**src/rtl/etok_pkg.sv**
```systemverilog
// ----------------------------------------------------------------------------
// etok_pkg - shared types and constants of the expression tokenizer
// Token kinds, error codes, character codes, lexer modes and the record
// that travels from the front part through the queue to the back part.
// ----------------------------------------------------------------------------
package etok_pkg;

  // Default and limits of the text length
  localparam int MaxTextLenDef = 1024;
  localparam int StartMax      = 1023;
  localparam int LengthMax     = 2047;

  // Depth of the record queue between front and back
  localparam int QueueDepth = 4;

  // Field widths
  localparam int KindW  = 5;
  localparam int StartW = 10;
  localparam int LenW   = 11;
  localparam int ErrW   = 3;

  // Token kinds
  localparam logic [KindW-1:0] K_DONE  = 5'd0;
  localparam logic [KindW-1:0] K_REAL  = 5'd1;
  localparam logic [KindW-1:0] K_NAME  = 5'd2;
  localparam logic [KindW-1:0] K_ADD   = 5'd3;
  localparam logic [KindW-1:0] K_SUB   = 5'd4;
  localparam logic [KindW-1:0] K_MUL   = 5'd5;
  localparam logic [KindW-1:0] K_DIV   = 5'd6;
  localparam logic [KindW-1:0] K_POW   = 5'd7;
  localparam logic [KindW-1:0] K_LPAR  = 5'd8;
  localparam logic [KindW-1:0] K_RPAR  = 5'd9;
  localparam logic [KindW-1:0] K_COMMA = 5'd10;
  localparam logic [KindW-1:0] K_GT    = 5'd11;
  localparam logic [KindW-1:0] K_GE    = 5'd12;
  localparam logic [KindW-1:0] K_LT    = 5'd13;
  localparam logic [KindW-1:0] K_LE    = 5'd14;
  localparam logic [KindW-1:0] K_EQ    = 5'd15;
  localparam logic [KindW-1:0] K_NE    = 5'd16;
  localparam logic [KindW-1:0] K_AND   = 5'd17;
  localparam logic [KindW-1:0] K_OR    = 5'd18;
  localparam logic [KindW-1:0] K_BANG  = 5'd19;
  localparam logic [KindW-1:0] K_ERROR = 5'd20;

  // Error codes
  localparam logic [ErrW-1:0] E_NONE    = 3'd0;
  localparam logic [ErrW-1:0] E_NEWLINE = 3'd1;
  localparam logic [ErrW-1:0] E_NOFRAC  = 3'd2;
  localparam logic [ErrW-1:0] E_NOEXP   = 3'd3;
  localparam logic [ErrW-1:0] E_UNEXP   = 3'd4;
  localparam logic [ErrW-1:0] E_UNKNOWN = 3'd5;
  localparam logic [ErrW-1:0] E_TOOLONG = 3'd6;

  // Character codes
  localparam logic [7:0] CH_DOT    = 8'h2E;
  localparam logic [7:0] CH_UPPERE = 8'h45;
  localparam logic [7:0] CH_LOWERE = 8'h65;
  localparam logic [7:0] CH_UNDER  = 8'h5F;
  localparam logic [7:0] CH_TAB    = 8'h09;
  localparam logic [7:0] CH_NL     = 8'h0A;
  localparam logic [7:0] CH_SPACE  = 8'h20;
  localparam logic [7:0] CH_PLUS   = 8'h2B;
  localparam logic [7:0] CH_MINUS  = 8'h2D;
  localparam logic [7:0] CH_STAR   = 8'h2A;
  localparam logic [7:0] CH_SLASH  = 8'h2F;
  localparam logic [7:0] CH_CARET  = 8'h5E;
  localparam logic [7:0] CH_LPAR   = 8'h28;
  localparam logic [7:0] CH_RPAR   = 8'h29;
  localparam logic [7:0] CH_COMMA  = 8'h2C;
  localparam logic [7:0] CH_GT     = 8'h3E;
  localparam logic [7:0] CH_LT     = 8'h3C;
  localparam logic [7:0] CH_BANG   = 8'h21;
  localparam logic [7:0] CH_EQ     = 8'h3D;
  localparam logic [7:0] CH_AMP    = 8'h26;
  localparam logic [7:0] CH_BAR    = 8'h7C;

  // Lexer modes, one-hot
  typedef enum logic [14:0] {
    M_IDLE    = 15'h0001,
    M_INT     = 15'h0002,
    M_DOT     = 15'h0004,
    M_FRAC    = 15'h0008,
    M_EXP     = 15'h0010,
    M_EXPSIGN = 15'h0020,
    M_EXPDIG  = 15'h0040,
    M_NAME    = 15'h0080,
    M_GT      = 15'h0100,
    M_LT      = 15'h0200,
    M_BANG    = 15'h0400,
    M_EQ      = 15'h0800,
    M_AMP     = 15'h1000,
    M_BAR     = 15'h2000,
    M_HALT    = 15'h4000
  } mode_e;

  // One token
  typedef struct packed {
    logic [KindW-1:0]  kind;
    logic [StartW-1:0] start;
    logic [LenW-1:0]   length;
    logic [ErrW-1:0]   err;
  } tok_t;

  // All tokens caused by one word: one or two
  typedef struct packed {
    logic two;
    tok_t tok0;
    tok_t tok1;
  } rec_t;

  // Queue status seen by front and back
  typedef struct packed {
    logic full;
    logic empty;
  } q_stat_t;

  function automatic tok_t mk_tok(logic [KindW-1:0] kind, logic [StartW-1:0] start,
                                  logic [LenW-1:0] length, logic [ErrW-1:0] err);
    tok_t t;
    t.kind   = kind;
    t.start  = start;
    t.length = length;
    t.err    = err;
    return t;
  endfunction

  function automatic logic is_digit(logic [7:0] c);
    return (c >= 8'h30) && (c <= 8'h39);
  endfunction

  function automatic logic is_alpha(logic [7:0] c);
    return ((c >= 8'h61) && (c <= 8'h7A)) || ((c >= 8'h41) && (c <= 8'h5A));
  endfunction

  function automatic logic is_word(logic [7:0] c);
    return is_alpha(c) || is_digit(c) || (c == CH_UNDER);
  endfunction

endpackage

```
**src/rtl/expression_tokenizer_core.sv**
```systemverilog
// ----------------------------------------------------------------------------
// expression_tokenizer_core - streaming lexer for arithmetic expressions
// One character word in, tokens out as kind, start and length; a front part
// lexes, a record queue decouples, a back part hands out the tokens.
// ----------------------------------------------------------------------------
//  channel | direction | handshake            | payload
//  in      | input     | in_valid_i/in_stall_o | char_code_i, end_of_text_i
//  out     | output    | out_valid_o/out_stall_i | token_kind_o, token_start_o,
//          |           |                      | token_length_o, error_code_o,
//          |           |                      | last_of_item_o
//
//  The front part takes one character word each cycle while the queue has room;
//  the back part gives one token each cycle while the output is not stalled, so a
//  word that causes two tokens gives them one after the other. A queue of four
//  records lies between them. Input stalls only while that queue is full. Reset
//  clears lexer mode, position, queue pointers and the output valid flag.
// ----------------------------------------------------------------------------
module expression_tokenizer_core #(
  parameter int MaxTextLen = etok_pkg::MaxTextLenDef
) (
  input  logic                         clk_i,
  input  logic                         rst_ni,
  input  logic                         in_valid_i,
  output logic                         in_stall_o,
  input  logic [7:0]                   char_code_i,
  input  logic                         end_of_text_i,
  output logic                         out_valid_o,
  input  logic                         out_stall_i,
  output logic [etok_pkg::KindW-1:0]   token_kind_o,
  output logic [etok_pkg::StartW-1:0]  token_start_o,
  output logic [etok_pkg::LenW-1:0]    token_length_o,
  output logic [etok_pkg::ErrW-1:0]    error_code_o,
  output logic                         last_of_item_o
);
  import etok_pkg::*;

  logic    push, pop;
  rec_t    rec_in, rec_head;
  q_stat_t q_stat;
  tok_t    tok;

  etok_front #(
    .MaxTextLen(MaxTextLen)
  ) u_front (
    .clk_i        (clk_i),
    .rst_ni       (rst_ni),
    .in_valid_i   (in_valid_i),
    .in_stall_o   (in_stall_o),
    .char_code_i  (char_code_i),
    .end_of_text_i(end_of_text_i),
    .q_stat_i     (q_stat),
    .push_o       (push),
    .rec_o        (rec_in)
  );

  etok_queue u_queue (
    .clk_i (clk_i),
    .rst_ni(rst_ni),
    .push_i(push),
    .rec_i (rec_in),
    .pop_i (pop),
    .rec_o (rec_head),
    .stat_o(q_stat)
  );

  etok_back u_back (
    .clk_i      (clk_i),
    .rst_ni     (rst_ni),
    .rec_i      (rec_head),
    .q_stat_i   (q_stat),
    .pop_o      (pop),
    .out_valid_o(out_valid_o),
    .out_stall_i(out_stall_i),
    .tok_o      (tok),
    .last_o     (last_of_item_o)
  );

  assign token_kind_o   = tok.kind;
  assign token_start_o  = tok.start;
  assign token_length_o = tok.length;
  assign error_code_o   = tok.err;

endmodule

```
**src/rtl/etok_front.sv**
```systemverilog
// ----------------------------------------------------------------------------
// etok_front - lexer front part
// Accepts one character word per cycle while the queue has room, runs the lexer
// mode machine and pushes any one or two tokens a word causes as a record into the queue.
// ----------------------------------------------------------------------------
module etok_front #(
  parameter int MaxTextLen = etok_pkg::MaxTextLenDef
) (
  input  logic             clk_i,
  input  logic             rst_ni,
  input  logic             in_valid_i,
  output logic             in_stall_o,
  input  logic [7:0]       char_code_i,
  input  logic             end_of_text_i,
  input  etok_pkg::q_stat_t q_stat_i,
  output logic             push_o,
  output etok_pkg::rec_t   rec_o
);
  import etok_pkg::*;

  localparam int PosW = $clog2(MaxTextLen + 1);
  localparam int PstW = $clog2(MaxTextLen);
  localparam int ExtW = (PosW > LenW) ? PosW : LenW;

  typedef struct packed {
    mode_e mode;
    logic  emit;
    tok_t  tok;
  } fresh_t;

  mode_e           mode_q, mode_d;
  logic [PosW-1:0] pos_q, pos_d;
  logic [PstW-1:0] pst_q, pst_d;
  logic            fire;
  logic            e0, e1;
  tok_t            p_tok, f_tok;
  fresh_t          fr;
  logic [PosW-1:0] plen;
  logic [PosW-1:0] last_pos;

  // Saturate a position to the start field
  function automatic logic [StartW-1:0] sat_start(logic [PosW-1:0] v);
    logic [ExtW-1:0] x;
    x = ExtW'(v);
    return (x > ExtW'(StartMax)) ? StartW'(StartMax) : x[StartW-1:0];
  endfunction

  // Saturate a length to the length field
  function automatic logic [LenW-1:0] sat_len(logic [PosW-1:0] v);
    logic [ExtW-1:0] x;
    x = ExtW'(v);
    return (x > ExtW'(LengthMax)) ? LenW'(LengthMax) : x[LenW-1:0];
  endfunction

  // Classify a character that opens a new token
  function automatic fresh_t fresh(logic [7:0] c, logic [StartW-1:0] st);
    fresh_t r;
    r.mode = M_IDLE;
    r.emit = 1'b0;
    r.tok  = mk_tok(K_DONE, st, LenW'(0), E_NONE);
    priority if ((c == CH_SPACE) || (c == CH_TAB)) begin
      r.mode = M_IDLE;
    end else if (c == CH_NL) begin
      r.emit = 1'b1;
      r.tok  = mk_tok(K_ERROR, st, LenW'(0), E_NEWLINE);
      r.mode = M_HALT;
    end else if (is_digit(c)) begin
      r.mode = M_INT;
    end else if (is_alpha(c) || (c == CH_UNDER)) begin
      r.mode = M_NAME;
    end else begin
      unique case (c)
        CH_PLUS:  begin r.emit = 1'b1; r.tok = mk_tok(K_ADD,   st, LenW'(1), E_NONE); end
        CH_MINUS: begin r.emit = 1'b1; r.tok = mk_tok(K_SUB,   st, LenW'(1), E_NONE); end
        CH_STAR:  begin r.emit = 1'b1; r.tok = mk_tok(K_MUL,   st, LenW'(1), E_NONE); end
        CH_SLASH: begin r.emit = 1'b1; r.tok = mk_tok(K_DIV,   st, LenW'(1), E_NONE); end
        CH_CARET: begin r.emit = 1'b1; r.tok = mk_tok(K_POW,   st, LenW'(1), E_NONE); end
        CH_LPAR:  begin r.emit = 1'b1; r.tok = mk_tok(K_LPAR,  st, LenW'(1), E_NONE); end
        CH_RPAR:  begin r.emit = 1'b1; r.tok = mk_tok(K_RPAR,  st, LenW'(1), E_NONE); end
        CH_COMMA: begin r.emit = 1'b1; r.tok = mk_tok(K_COMMA, st, LenW'(1), E_NONE); end
        CH_GT:    r.mode = M_GT;
        CH_LT:    r.mode = M_LT;
        CH_BANG:  r.mode = M_BANG;
        CH_EQ:    r.mode = M_EQ;
        CH_AMP:   r.mode = M_AMP;
        CH_BAR:   r.mode = M_BAR;
        default: begin
          r.emit = 1'b1;
          r.tok  = mk_tok(K_ERROR, st, LenW'(0), E_UNKNOWN);
          r.mode = M_HALT;
        end
      endcase
    end
    return r;
  endfunction

  // Stall while the queue has no room
  assign in_stall_o = q_stat_i.full;
  assign fire       = in_valid_i && !in_stall_o;

  assign plen     = pos_q - PosW'(pst_q);
  assign last_pos = (pos_q != '0) ? pos_q - PosW'(1) : '0;
  assign fr       = fresh(char_code_i, sat_start(pos_q));

  // Next mode and the tokens of this word: pending one first, own one second
  always_comb begin
    mode_d = mode_q;
    pos_d  = pos_q;
    pst_d  = pst_q;
    e0     = 1'b0;
    e1     = 1'b0;
    p_tok  = mk_tok(K_DONE, sat_start(PosW'(pst_q)), LenW'(0), E_NONE);
    f_tok  = fr.tok;
    if (fire) begin
      if (end_of_text_i) begin
        // Flush the pending token, then done
        e0 = 1'b1;
        unique case (mode_q)
          M_INT, M_FRAC, M_EXPDIG:
            p_tok = mk_tok(K_REAL, sat_start(PosW'(pst_q)), sat_len(plen), E_NONE);
          M_NAME:
            p_tok = mk_tok(K_NAME, sat_start(PosW'(pst_q)), sat_len(plen), E_NONE);
          M_GT:   p_tok = mk_tok(K_GT,   sat_start(PosW'(pst_q)), LenW'(1), E_NONE);
          M_LT:   p_tok = mk_tok(K_LT,   sat_start(PosW'(pst_q)), LenW'(1), E_NONE);
          M_BANG: p_tok = mk_tok(K_BANG, sat_start(PosW'(pst_q)), LenW'(1), E_NONE);
          M_DOT:  p_tok = mk_tok(K_ERROR, sat_start(last_pos), LenW'(0), E_NOFRAC);
          M_EXP, M_EXPSIGN:
            p_tok = mk_tok(K_ERROR, sat_start(last_pos), LenW'(0), E_NOEXP);
          M_EQ, M_AMP, M_BAR:
            p_tok = mk_tok(K_ERROR, sat_start(last_pos), LenW'(0), E_UNEXP);
          default: e0 = 1'b0;
        endcase
        e1     = 1'b1;
        f_tok  = mk_tok(K_DONE, sat_start(pos_q), LenW'(0), E_NONE);
        mode_d = M_IDLE;
        pos_d  = '0;
        pst_d  = '0;
      end else if (mode_q == M_HALT) begin
        // Drop characters until the end marker
        mode_d = M_HALT;
      end else if (pos_q >= PosW'(MaxTextLen)) begin
        e1     = 1'b1;
        f_tok  = mk_tok(K_ERROR, sat_start(pos_q), LenW'(0), E_TOOLONG);
        mode_d = M_HALT;
      end else begin
        unique case (mode_q)
          M_INT, M_FRAC: begin
            if (is_digit(char_code_i)) begin
              mode_d = mode_q;
            end else if ((char_code_i == CH_DOT) && (mode_q == M_INT)) begin
              mode_d = M_DOT;
            end else if ((char_code_i == CH_LOWERE) || (char_code_i == CH_UPPERE)) begin
              mode_d = M_EXP;
            end else begin
              e0     = 1'b1;
              p_tok  = mk_tok(K_REAL, sat_start(PosW'(pst_q)), sat_len(plen), E_NONE);
              e1     = fr.emit;
              mode_d = fr.mode;
              pst_d  = pos_q[PstW-1:0];
            end
          end
          M_DOT: begin
            if (is_digit(char_code_i)) begin
              mode_d = M_FRAC;
            end else begin
              e1     = 1'b1;
              f_tok  = mk_tok(K_ERROR, sat_start(pos_q), LenW'(0), E_NOFRAC);
              mode_d = M_HALT;
            end
          end
          M_EXP, M_EXPSIGN: begin
            if (is_digit(char_code_i)) begin
              mode_d = M_EXPDIG;
            end else if ((mode_q == M_EXP) &&
                         ((char_code_i == CH_PLUS) || (char_code_i == CH_MINUS))) begin
              mode_d = M_EXPSIGN;
            end else begin
              e1     = 1'b1;
              f_tok  = mk_tok(K_ERROR, sat_start(pos_q), LenW'(0), E_NOEXP);
              mode_d = M_HALT;
            end
          end
          M_EXPDIG, M_NAME: begin
            if ((mode_q == M_EXPDIG) ? is_digit(char_code_i) : is_word(char_code_i)) begin
              mode_d = mode_q;
            end else begin
              e0     = 1'b1;
              p_tok  = mk_tok((mode_q == M_NAME) ? K_NAME : K_REAL,
                              sat_start(PosW'(pst_q)), sat_len(plen), E_NONE);
              e1     = fr.emit;
              mode_d = fr.mode;
              pst_d  = pos_q[PstW-1:0];
            end
          end
          M_GT, M_LT, M_BANG: begin
            e0 = 1'b1;
            if (char_code_i == CH_EQ) begin
              p_tok  = mk_tok((mode_q == M_GT) ? K_GE : (mode_q == M_LT) ? K_LE : K_NE,
                              sat_start(PosW'(pst_q)), LenW'(2), E_NONE);
              mode_d = M_IDLE;
            end else begin
              p_tok  = mk_tok((mode_q == M_GT) ? K_GT : (mode_q == M_LT) ? K_LT : K_BANG,
                              sat_start(PosW'(pst_q)), LenW'(1), E_NONE);
              e1     = fr.emit;
              mode_d = fr.mode;
              pst_d  = pos_q[PstW-1:0];
            end
          end
          M_EQ, M_AMP, M_BAR: begin
            if (((mode_q == M_EQ) && (char_code_i == CH_EQ)) ||
                ((mode_q == M_AMP) && (char_code_i == CH_AMP)) ||
                ((mode_q == M_BAR) && (char_code_i == CH_BAR))) begin
              e0     = 1'b1;
              p_tok  = mk_tok((mode_q == M_EQ) ? K_EQ : (mode_q == M_AMP) ? K_AND : K_OR,
                              sat_start(PosW'(pst_q)), LenW'(2), E_NONE);
              mode_d = M_IDLE;
            end else begin
              e1     = 1'b1;
              f_tok  = mk_tok(K_ERROR, sat_start(pos_q), LenW'(0), E_UNEXP);
              mode_d = M_HALT;
            end
          end
          default: begin
            // Idle between tokens
            e1     = fr.emit;
            mode_d = fr.mode;
            pst_d  = pos_q[PstW-1:0];
          end
        endcase
        if (mode_d != M_HALT) begin
          pos_d = pos_q + PosW'(1);
        end
      end
    end
  end

  // Pack the record, moving a lone own token into the first slot
  assign push_o     = e0 || e1;
  assign rec_o.two  = e0 && e1;
  assign rec_o.tok0 = e0 ? p_tok : f_tok;
  assign rec_o.tok1 = f_tok;

  // Hold the lexer state
  always_ff @(posedge clk_i or negedge rst_ni) begin
    if (!rst_ni) begin
      mode_q <= M_IDLE;
      pos_q  <= '0;
      pst_q  <= '0;
    end else begin
      mode_q <= mode_d;
      pos_q  <= pos_d;
      pst_q  <= pst_d;
    end
  end

endmodule

```
**src/rtl/etok_queue.sv**
```systemverilog
// ----------------------------------------------------------------------------
// etok_queue - record queue between front and back
// A short first-in first-out store of token records with registered status.
// ----------------------------------------------------------------------------
module etok_queue (
  input  logic              clk_i,
  input  logic              rst_ni,
  input  logic              push_i,
  input  etok_pkg::rec_t    rec_i,
  input  logic              pop_i,
  output etok_pkg::rec_t    rec_o,
  output etok_pkg::q_stat_t stat_o
);
  import etok_pkg::*;

  localparam int PtrW = $clog2(QueueDepth);
  localparam int CntW = $clog2(QueueDepth + 1);

  rec_t            mem_q [QueueDepth];
  logic [PtrW-1:0] wr_q, wr_d;
  logic [PtrW-1:0] rd_q, rd_d;
  logic [CntW-1:0] cnt_q, cnt_d;
  logic            do_push, do_pop;

  assign do_push = push_i && (cnt_q != CntW'(QueueDepth));
  assign do_pop  = pop_i && (cnt_q != '0);

  // Advance pointers and count
  always_comb begin
    wr_d  = do_push ? wr_q + PtrW'(1) : wr_q;
    rd_d  = do_pop ? rd_q + PtrW'(1) : rd_q;
    cnt_d = cnt_q + CntW'(do_push) - CntW'(do_pop);
  end

  always_ff @(posedge clk_i or negedge rst_ni) begin
    if (!rst_ni) begin
      wr_q  <= '0;
      rd_q  <= '0;
      cnt_q <= '0;
    end else begin
      wr_q  <= wr_d;
      rd_q  <= rd_d;
      cnt_q <= cnt_d;
    end
  end

  // Store the record
  always_ff @(posedge clk_i) begin
    if (do_push) begin
      mem_q[wr_q] <= rec_i;
    end
  end

  assign rec_o        = mem_q[rd_q];
  assign stat_o.full  = (cnt_q == CntW'(QueueDepth));
  assign stat_o.empty = (cnt_q == '0);

endmodule

```
**src/rtl/etok_back.sv**
```systemverilog
// ----------------------------------------------------------------------------
// etok_back - token output part
// Takes the head record of the queue apart, one token a cycle while the output
// is not stalled, into the output register, and marks the last token of each word.
// ----------------------------------------------------------------------------
module etok_back (
  input  logic              clk_i,
  input  logic              rst_ni,
  input  etok_pkg::rec_t    rec_i,
  input  etok_pkg::q_stat_t q_stat_i,
  output logic              pop_o,
  output logic              out_valid_o,
  input  logic              out_stall_i,
  output etok_pkg::tok_t    tok_o,
  output logic              last_o
);
  import etok_pkg::*;

  logic valid_q, valid_d;
  logic sel_q, sel_d;
  tok_t tok_q, tok_d;
  logic last_q, last_d;
  logic load;
  logic head_last;

  assign load      = !valid_q || !out_stall_i;
  assign head_last = !(rec_i.two && !sel_q);

  // Load the next token when the output register frees
  always_comb begin
    valid_d = valid_q;
    sel_d   = sel_q;
    tok_d   = tok_q;
    last_d  = last_q;
    pop_o   = 1'b0;
    if (load) begin
      valid_d = !q_stat_i.empty;
      if (!q_stat_i.empty) begin
        tok_d  = sel_q ? rec_i.tok1 : rec_i.tok0;
        last_d = head_last;
        pop_o  = head_last;
        sel_d  = !head_last;
      end
    end
  end

  always_ff @(posedge clk_i or negedge rst_ni) begin
    if (!rst_ni) begin
      valid_q <= 1'b0;
      sel_q   <= 1'b0;
    end else begin
      valid_q <= valid_d;
      sel_q   <= sel_d;
    end
  end

  // Hold the payload
  always_ff @(posedge clk_i) begin
    tok_q  <= tok_d;
    last_q <= last_d;
  end

  assign out_valid_o = valid_q;
  assign tok_o       = tok_q;
  assign last_o      = last_q;

endmodule

```
**config.mk**
```make
export PLATFORM = sky130hd
export DESIGN_NAME = expression_tokenizer_core
export DESIGN_NICKNAME = d
export VERILOG_FILES = /design/src/rtl/etok_pkg.sv /design/src/rtl/expression_tokenizer_core.sv /design/src/rtl/etok_front.sv /design/src/rtl/etok_queue.sv /design/src/rtl/etok_back.sv
export SDC_FILE = /design/constraint.sdc
export NUM_CORES = 1
export LEC_CHECK = 0
export ABC_CLOCK_PERIOD_IN_PS = 7500
export BUFFER_PORTS_ARGS = -buffer_cell sky130_fd_sc_hd__buf_4
export CAP_MARGIN = 0
export CORE_MARGIN = 1
export CORE_UTILIZATION = 45
export DETAILED_ROUTE_END_ITERATION = 12
export SLEW_MARGIN = 25
export SYNTH_ARGS = -nofsm -noshare
export SYNTH_HDL_FRONTEND = slang
export SYNTH_HIERARCHICAL = 1
export SYNTH_SLANG_ARGS = --single-unit
```
**constraint.sdc**
```tcl
create_clock -name clk_i -period 7.5 [get_ports clk_i]
set_input_delay 1.5 -clock clk_i [delete_from_list [all_inputs] [get_ports clk_i]]
set_output_delay 1.5 -clock clk_i [all_outputs]
set_load 0.03 [all_outputs]
```
# Word level (Yosys, flattened, before mapping)
# Memories as Yosys holds them, arrays and structs flattened.
# Cells that the tools add are included.
dict set report word_totals {
  reg_bits 75
  latch_bits 0
  ramBits 236
  mem_bits_ro 0
  inputBits 13
  word_cells 228
  mem_count 1
}
dict set report classes {
  add_sub_neg 7
  multipliers 0
  div_mod_pow 0
  n_lt_le_gt_ge 10
  n_eq_ne 46
  shifts 0
  muxes 103
  bitwise_logic 1
  n_reduce_logical 47
}
# memory words width rd rd_clocked_by_memory_dff write_ports line
set memory_table {}
lappend memory_table {u_queue.mem_q 4 59 1 0 1 etok_queue.sv:19} ;# rec_t mem_q [QueueDepth];
# operator n
set ops {}
lappend ops {{29-bit two-way mux} 19}
lappend ops {{15-bit two-way mux} 19}
lappend ops {{30-bit case mux with 9 select lines} 1}
lappend ops {{29-bit case mux with 8 select lines} 1}
lappend ops {{29-bit case mux with 4 select lines} 1}
lappend ops {{8-bit by 6-bit equality test with 1-bit output (second input constant)} 14}
lappend ops {{15-bit case mux with 7 select lines} 1}
lappend ops {{10-bit two-way mux} 10}
lappend ops {{30-bit two-way mux} 3}
lappend ops {{15-bit case mux with 6 select lines} 1}
lappend ops {{29-bit case mux with 3 select lines} 1}
lappend ops {{11-bit two-way mux} 6}
lappend ops {{45-bit two-way mux} 1}
lappend ops {{8-bit by 7-bit equality test with 1-bit output (second input constant)} 5}
lappend ops {{10-bit case mux with 4 select lines} 1}
lappend ops {{1-bit two-way mux} 28}
lappend ops {{25-bit two-way mux} 1}
lappend ops {{5-bit two-way mux} 5}
lappend ops {{11-bit by 10-bit > comparator with 1-bit output (second input constant)} 2}
lappend ops {{3-bit != test (second input constant)} 6}
lappend ops {{8-bit by 4-bit equality test with 1-bit output (second input constant)} 2}
lappend ops {{8-bit by 7-bit greater-or-equal comparator with 1-bit output (second input constant)} 2}
lappend ops {{8-bit by 7-bit <= comparator with 1-bit output (second input constant)} 2}
lappend ops {{15-bit by 10-bit equality test with 1-bit output (second input constant)} 1}
lappend ops {{other kinds (46)} 81}

# Longest topological paths before layout
dict set report depth {
  depth_word 21
  ltp_mapped 18
  mapped_depth_nobuf 16
}

# Hierarchy
# Netlist, hierarchy kept.
# mod n_inst cells_per_inst area_each_um2
set by_module_without_submodules {}
lappend by_module_without_submodules {etok_queue 1 350 9047.4}
lappend by_module_without_submodules {etok_front 1 603 4444.3}
lappend by_module_without_submodules {etok_back 1 71 1350.0}

# Worst setup path before layout
# OpenSTA, ideal clock, no wires.
dict set report synth_path {
  path_kind {input -> register}
  from {input char_code_i[2]}
  to {memory u_queue/mem_q[0][0] (netlist bit) (enable)}
  setup_time_ps 423
  arrival_ps 5008
  slack_ps 2069
  stages 10
  n_path_buf 2
  cell_sequence {clkbuf_1 nand4b_1 or4_1 a21bo_2 nand2_1 o41ai_2 a21oi_4 buf_4 nand2b_1 and3b_1}
}
dict set report synth_between {
  elab_chain_cells 20
  elab_cells_between_ends 79
}
# element line
set synth_lines {}
lappend synth_lines {{start: declaration} expression_tokenizer_core.sv:25} ;# input logic [7:0] char_code_i,
lappend synth_lines {{8-bit by 7-bit greater-or-equal comparator with 1-bit output or 8-bit by 7-bit <= comparator with 1-bit output (tied branches)} etok_pkg.sv:132} ;# return ((c >= 8'h61) && (c <= 8'h7A)) || ((c >= 8'h41) && (c <= 8'h5A));
lappend synth_lines {{1-bit logical AND} etok_pkg.sv:132}
lappend synth_lines {{1-bit logical OR} etok_pkg.sv:132}
lappend synth_lines {{1-bit logical OR} etok_front.sv:69} ;# end else if (is_alpha(c) || (c == CH_UNDER)) begin
lappend synth_lines {{30-bit two-way mux} etok_front.sv:69}
lappend synth_lines {{30-bit two-way mux} etok_front.sv:67} ;# end else if (is_digit(c)) begin
lappend synth_lines {{45-bit two-way mux} etok_front.sv:63} ;# end else if (c == CH_NL) begin
lappend synth_lines {{30-bit two-way mux} etok_front.sv:61} ;# priority if ((c == CH_SPACE) || (c == CH_TAB)) begin
lappend synth_lines {{[5 not listed]} n/a}
lappend synth_lines {{1-bit two-way mux} etok_front.sv:138} ;# end else if (mode_q == M_HALT) begin
lappend synth_lines {{1-bit two-way mux} etok_front.sv:115} ;# if (end_of_text_i) begin
lappend synth_lines {{1-bit two-way mux} etok_front.sv:114} ;# if (fire) begin
lappend synth_lines {{1-bit logical OR (*)} etok_front.sv:238} ;# assign push_o = e0 || e1;
lappend synth_lines {{named net push} expression_tokenizer_core.sv:37} ;# logic push, pop;
lappend synth_lines {{1-bit logical AND (*)} etok_queue.sv:25} ;# assign do_push = push_i && (cnt_q != CntW'(QueueDepth));
lappend synth_lines {{1-bit two-way mux (*)} etok_queue.sv:49} ;# if (do_push) begin
lappend synth_lines {{1-bit two-way mux (implied by the code) (*)} etok_queue.sv:50} ;# mem_q[wr_q] <= rec_i;
lappend synth_lines {{end: declaration} etok_queue.sv:19}
# The timed path passes the listed nets; every way through them passes the cells marked *.

# Worst setup path in the final report
dict set report layout_path {
  from {input char_code_i[7]}
  to {memory u_queue/mem_q[0][55] (netlist bit) (enable)}
}
# Same word-level chain as after synthesis.

==> metrics <==
outcome=finished clean; Setup Fix Bufs, Post-CTS=0; Fmax=0.190 GHz; CP Launch Point=char_code_i[7]; period utilisation layout=70.0%; Final min period=5.25 ns; Total Power=6.16 mW; final setup fails=0; critical path peak fanout=28; Fin. Hold Viols=0; ys async rst share=14.5%; worst-path cell chain=buf_4 > nor3b_1 > nand4_1 > a21bo_2 > nand2_1 > o41ai_2 > a21oi_4 > nand2b_1 > and3b_2 > buf_4; Max-cap violations=0; Worst Tran Pin Value=0.924 ns; final WL=33800 um; # IOs=45; DRT antenna net count=0; Cells after DPL=1467; clock power share=27.3%; Post-synth EDFFs=266; Placed Area=0.0155 sq mm; CP endpoint=u_queue/mem_q[0][55]; Port Buffer Count=44; GR Overflow Total=0; clock sinks=311; drt pass-1 iters=6; area grow syn2layout=11.7%; final worst clock skew=0.0174 ns; Setup Crit Path Kind=primary input to flop; setup repair after global routing missed its margin=false; CTS Buf Count=34; flop-to-flop setup slack=2.29 ns; Combinational Power Share=30.8%; Net Switching=1.93 mW; DR vias=8923; vias in the first global route=8805; Finished Layout Cells=1528; CTS tree=built; Worst Setup End Kind=flop; Final nets=1094; hpwl dp=21400 um; Overall Global Routing Usage=20.6%; highest-count cells in the layout ignoring fill and taps=edfxtp_1 (266), nand2_1 (74), mux4_2 (58); H-tree depth=2; share of layout cells above drive strength 1=21.8%; clock transition at the registers of the reported paths=0.06 ns; post-synthesis sequential area ratio=61.4%; post-synthesis cell count=1024; Worst path max stage delay=0.80 ns; fillers=2717; Synth area leader=edfxtp_1; drt wl/cell=22.1 um; Synth cell types=90; violation count after the first detailed-route iteration=742; Root Buffer=clkbuf_16; initial antenna violation count=0; Critical Path Slowest Stage Cell=and3b_2; Bufs and invs on worst path=2; first-pass GRT wire length=52300 um; Pins Over Slew Limit=0; Reg2Reg Depth=9; die footprint=0.0337 sq mm; Leakage=5.84 nW; diode count=0; #FFs+latches synth=311; delay-heaviest family, CP=simple AND/OR/NAND/NOR gates; clk_lat worst skew=0.51 ns; Clock Path Buffers=3; VDD IR-drop max=212 uV; global placer's final weighted congestion=0.938; sequential power share=41.9%; Starting Density=45.7%; Post-Synthesis Cell Area=0.0148 sq mm; hold-fix buffers at CTS=0; Crit path top cell by count=buf_4; Via density=5.84; # rows=66; Critical Path RT=7.69 ns; crit path DAT=5.44 ns; Post-CTS Resized=0; Rel. slew slack=36.8%; syn_area_per_cell=14.5 sq um; Die H=184 um; Crit. path cell count=10; pin count of the biggest net entering global routing=60; Yosys top cell area share=53.8%; die width=184 um; largest cells by area after synthesis=edfxtp_1 (54%), mux4_2 (8.8%), dfrtp_1 (7.4%), mux2_2 (2.4%), nand2_1 (1.9%); Synth warnings=6; cell internal pwr=4.23 mW; worst hold path class=flop to flop; ys flop type=edfxtp_1; pre-CTS WS=1.77 ns; sw frac=31.3%; r2r endpoint=u_queue/mem_q[0][55]; worst setup margin=2.25 ns; Post-Layout Inst Area=0.0166 sq mm; CORE AREA=0.0325 sq mm; commonest non-fill, non-tap cell in the layout=edfxtp_1; DR DRC count=0; setup_tns=0 ns; crit path launch type=primary input; RR Startpoint=u_front/mode_q[13]; Power Density=371 mW/mm^2
-- per-layer routing --
metal	global-route usage, %	vias to the layer above	part of all wire [%]
met1	30.1	4567	47
met5	0	-	0
li1	-	4079	-
met4	4.53	0	1.5
met3	4.20	42	6.2
met2	31.9	235	46
-- cells in the mapped netlist, drive strengths merged (4+ instances only) --
cell type and instances:
nor3b 8, buf 34, nor3 22, a211oi 8, o21ai 34, xor2 8
xnor2 15, a2111o 4, a22oi 4, o211ai 4, inv 29, mux2 31
o31ai 4, nand2b 20, nor2b 13, or2 9, mux4 59, dfrtp 44
or3 10, a221oi 5, edfxtp 266, mux2i 7, and2 6, a32o 6
clkbuf 31, nand3 23, and3 7, a21o 9, or4b 4, nand4 11
nor2 54, a21oi 47, or4 9, and3b 4, a31oi 4, nor4 7
a32oi 5, nand2 75, ha 18, a22o 15
-- power groups by stage --
stage | registers [mW] | clock network, mW | logic [mW]
global placement | 2.61 | 0 | 1.91
finish | 2.58 | 1.68 | 1.89
CTS | 2.59 | 1.72 | 1.92
detailed placement | 2.62 | 0 | 1.91
floorplan | 2.72 | 0 | 1.33
global route | 2.63 | 1.78 | 2.05
-- worst min path at each step --
stage	startpoint	endpoint	depth (start not counted)
final	u_front/pst_q[8]	u_front/pst_q[8]	1
after global routing	u_front/pst_q[8]	u_front/pst_q[8]	1
after CTS	u_front/pst_q[8]	u_front/pst_q[8]	1
after detailed placement	u_front/pst_q[8]	u_front/pst_q[8]	1
after global placement	u_front/pst_q[8]	u_front/pst_q[8]	1
after floorplan	u_front/pst_q[8]	u_front/pst_q[8]	1
-- through the flow --
| stage | hold slack, ns | utilization [%] |
|---|---|---|
| floorplan | 0.473 | - |
| global placement | 0.495 | 47.6 |
| detailed placement | 0.496 | 47.6 |
| CTS | 0.509 | 51.1 |
| global route | 0.565 | 51.1 |
| finish | 0.510 | 51.1 |
-- area by class of cell --
cell class / count / area [sq um] / area share [%]
sequential: 311 / 9120 / 55.0
inverter: 29 / 109 / 0.656
clock buffer: 46 / 927 / 5.59
tap: 442 / 553 / 3.34
clock inverter: 15 / 191 / 1.15
multi-input combinational: 628 / 5250 / 31.7
timing repair buffer: 57 / 428 / 2.58
-- state kept, by name (all words and copies together) (netlist names) --
name and flops:
u_front/pst_q 10, u_back/tok_o 29, u_front/mode_q 15, u_back/sel_q 1
u_queue/wr_q 2, u_front/pos_q 11, u_queue/mem_q 236, u_queue/cnt_q 3
u_back/out_valid_o 1, u_queue/rd_q 2, u_back/last_o 1
-- cells by family (layout without fill, tap and decap cells) --
family	count (synthesis)	count (layout)	synth area share [%]
DFF	311	311	61.4
AOI/OAI and AO/OA	182	182	8.88
xor gates and xnor gates	23	23	1.36
muxes	97	97	11.8
buffers and inverters	94	147	3.64
adders and majority gates	20	20	1.79
and+or+nand+nor	296	296	11.1
other	1	10	0.0253
Power figures use the tool's default switching activity.
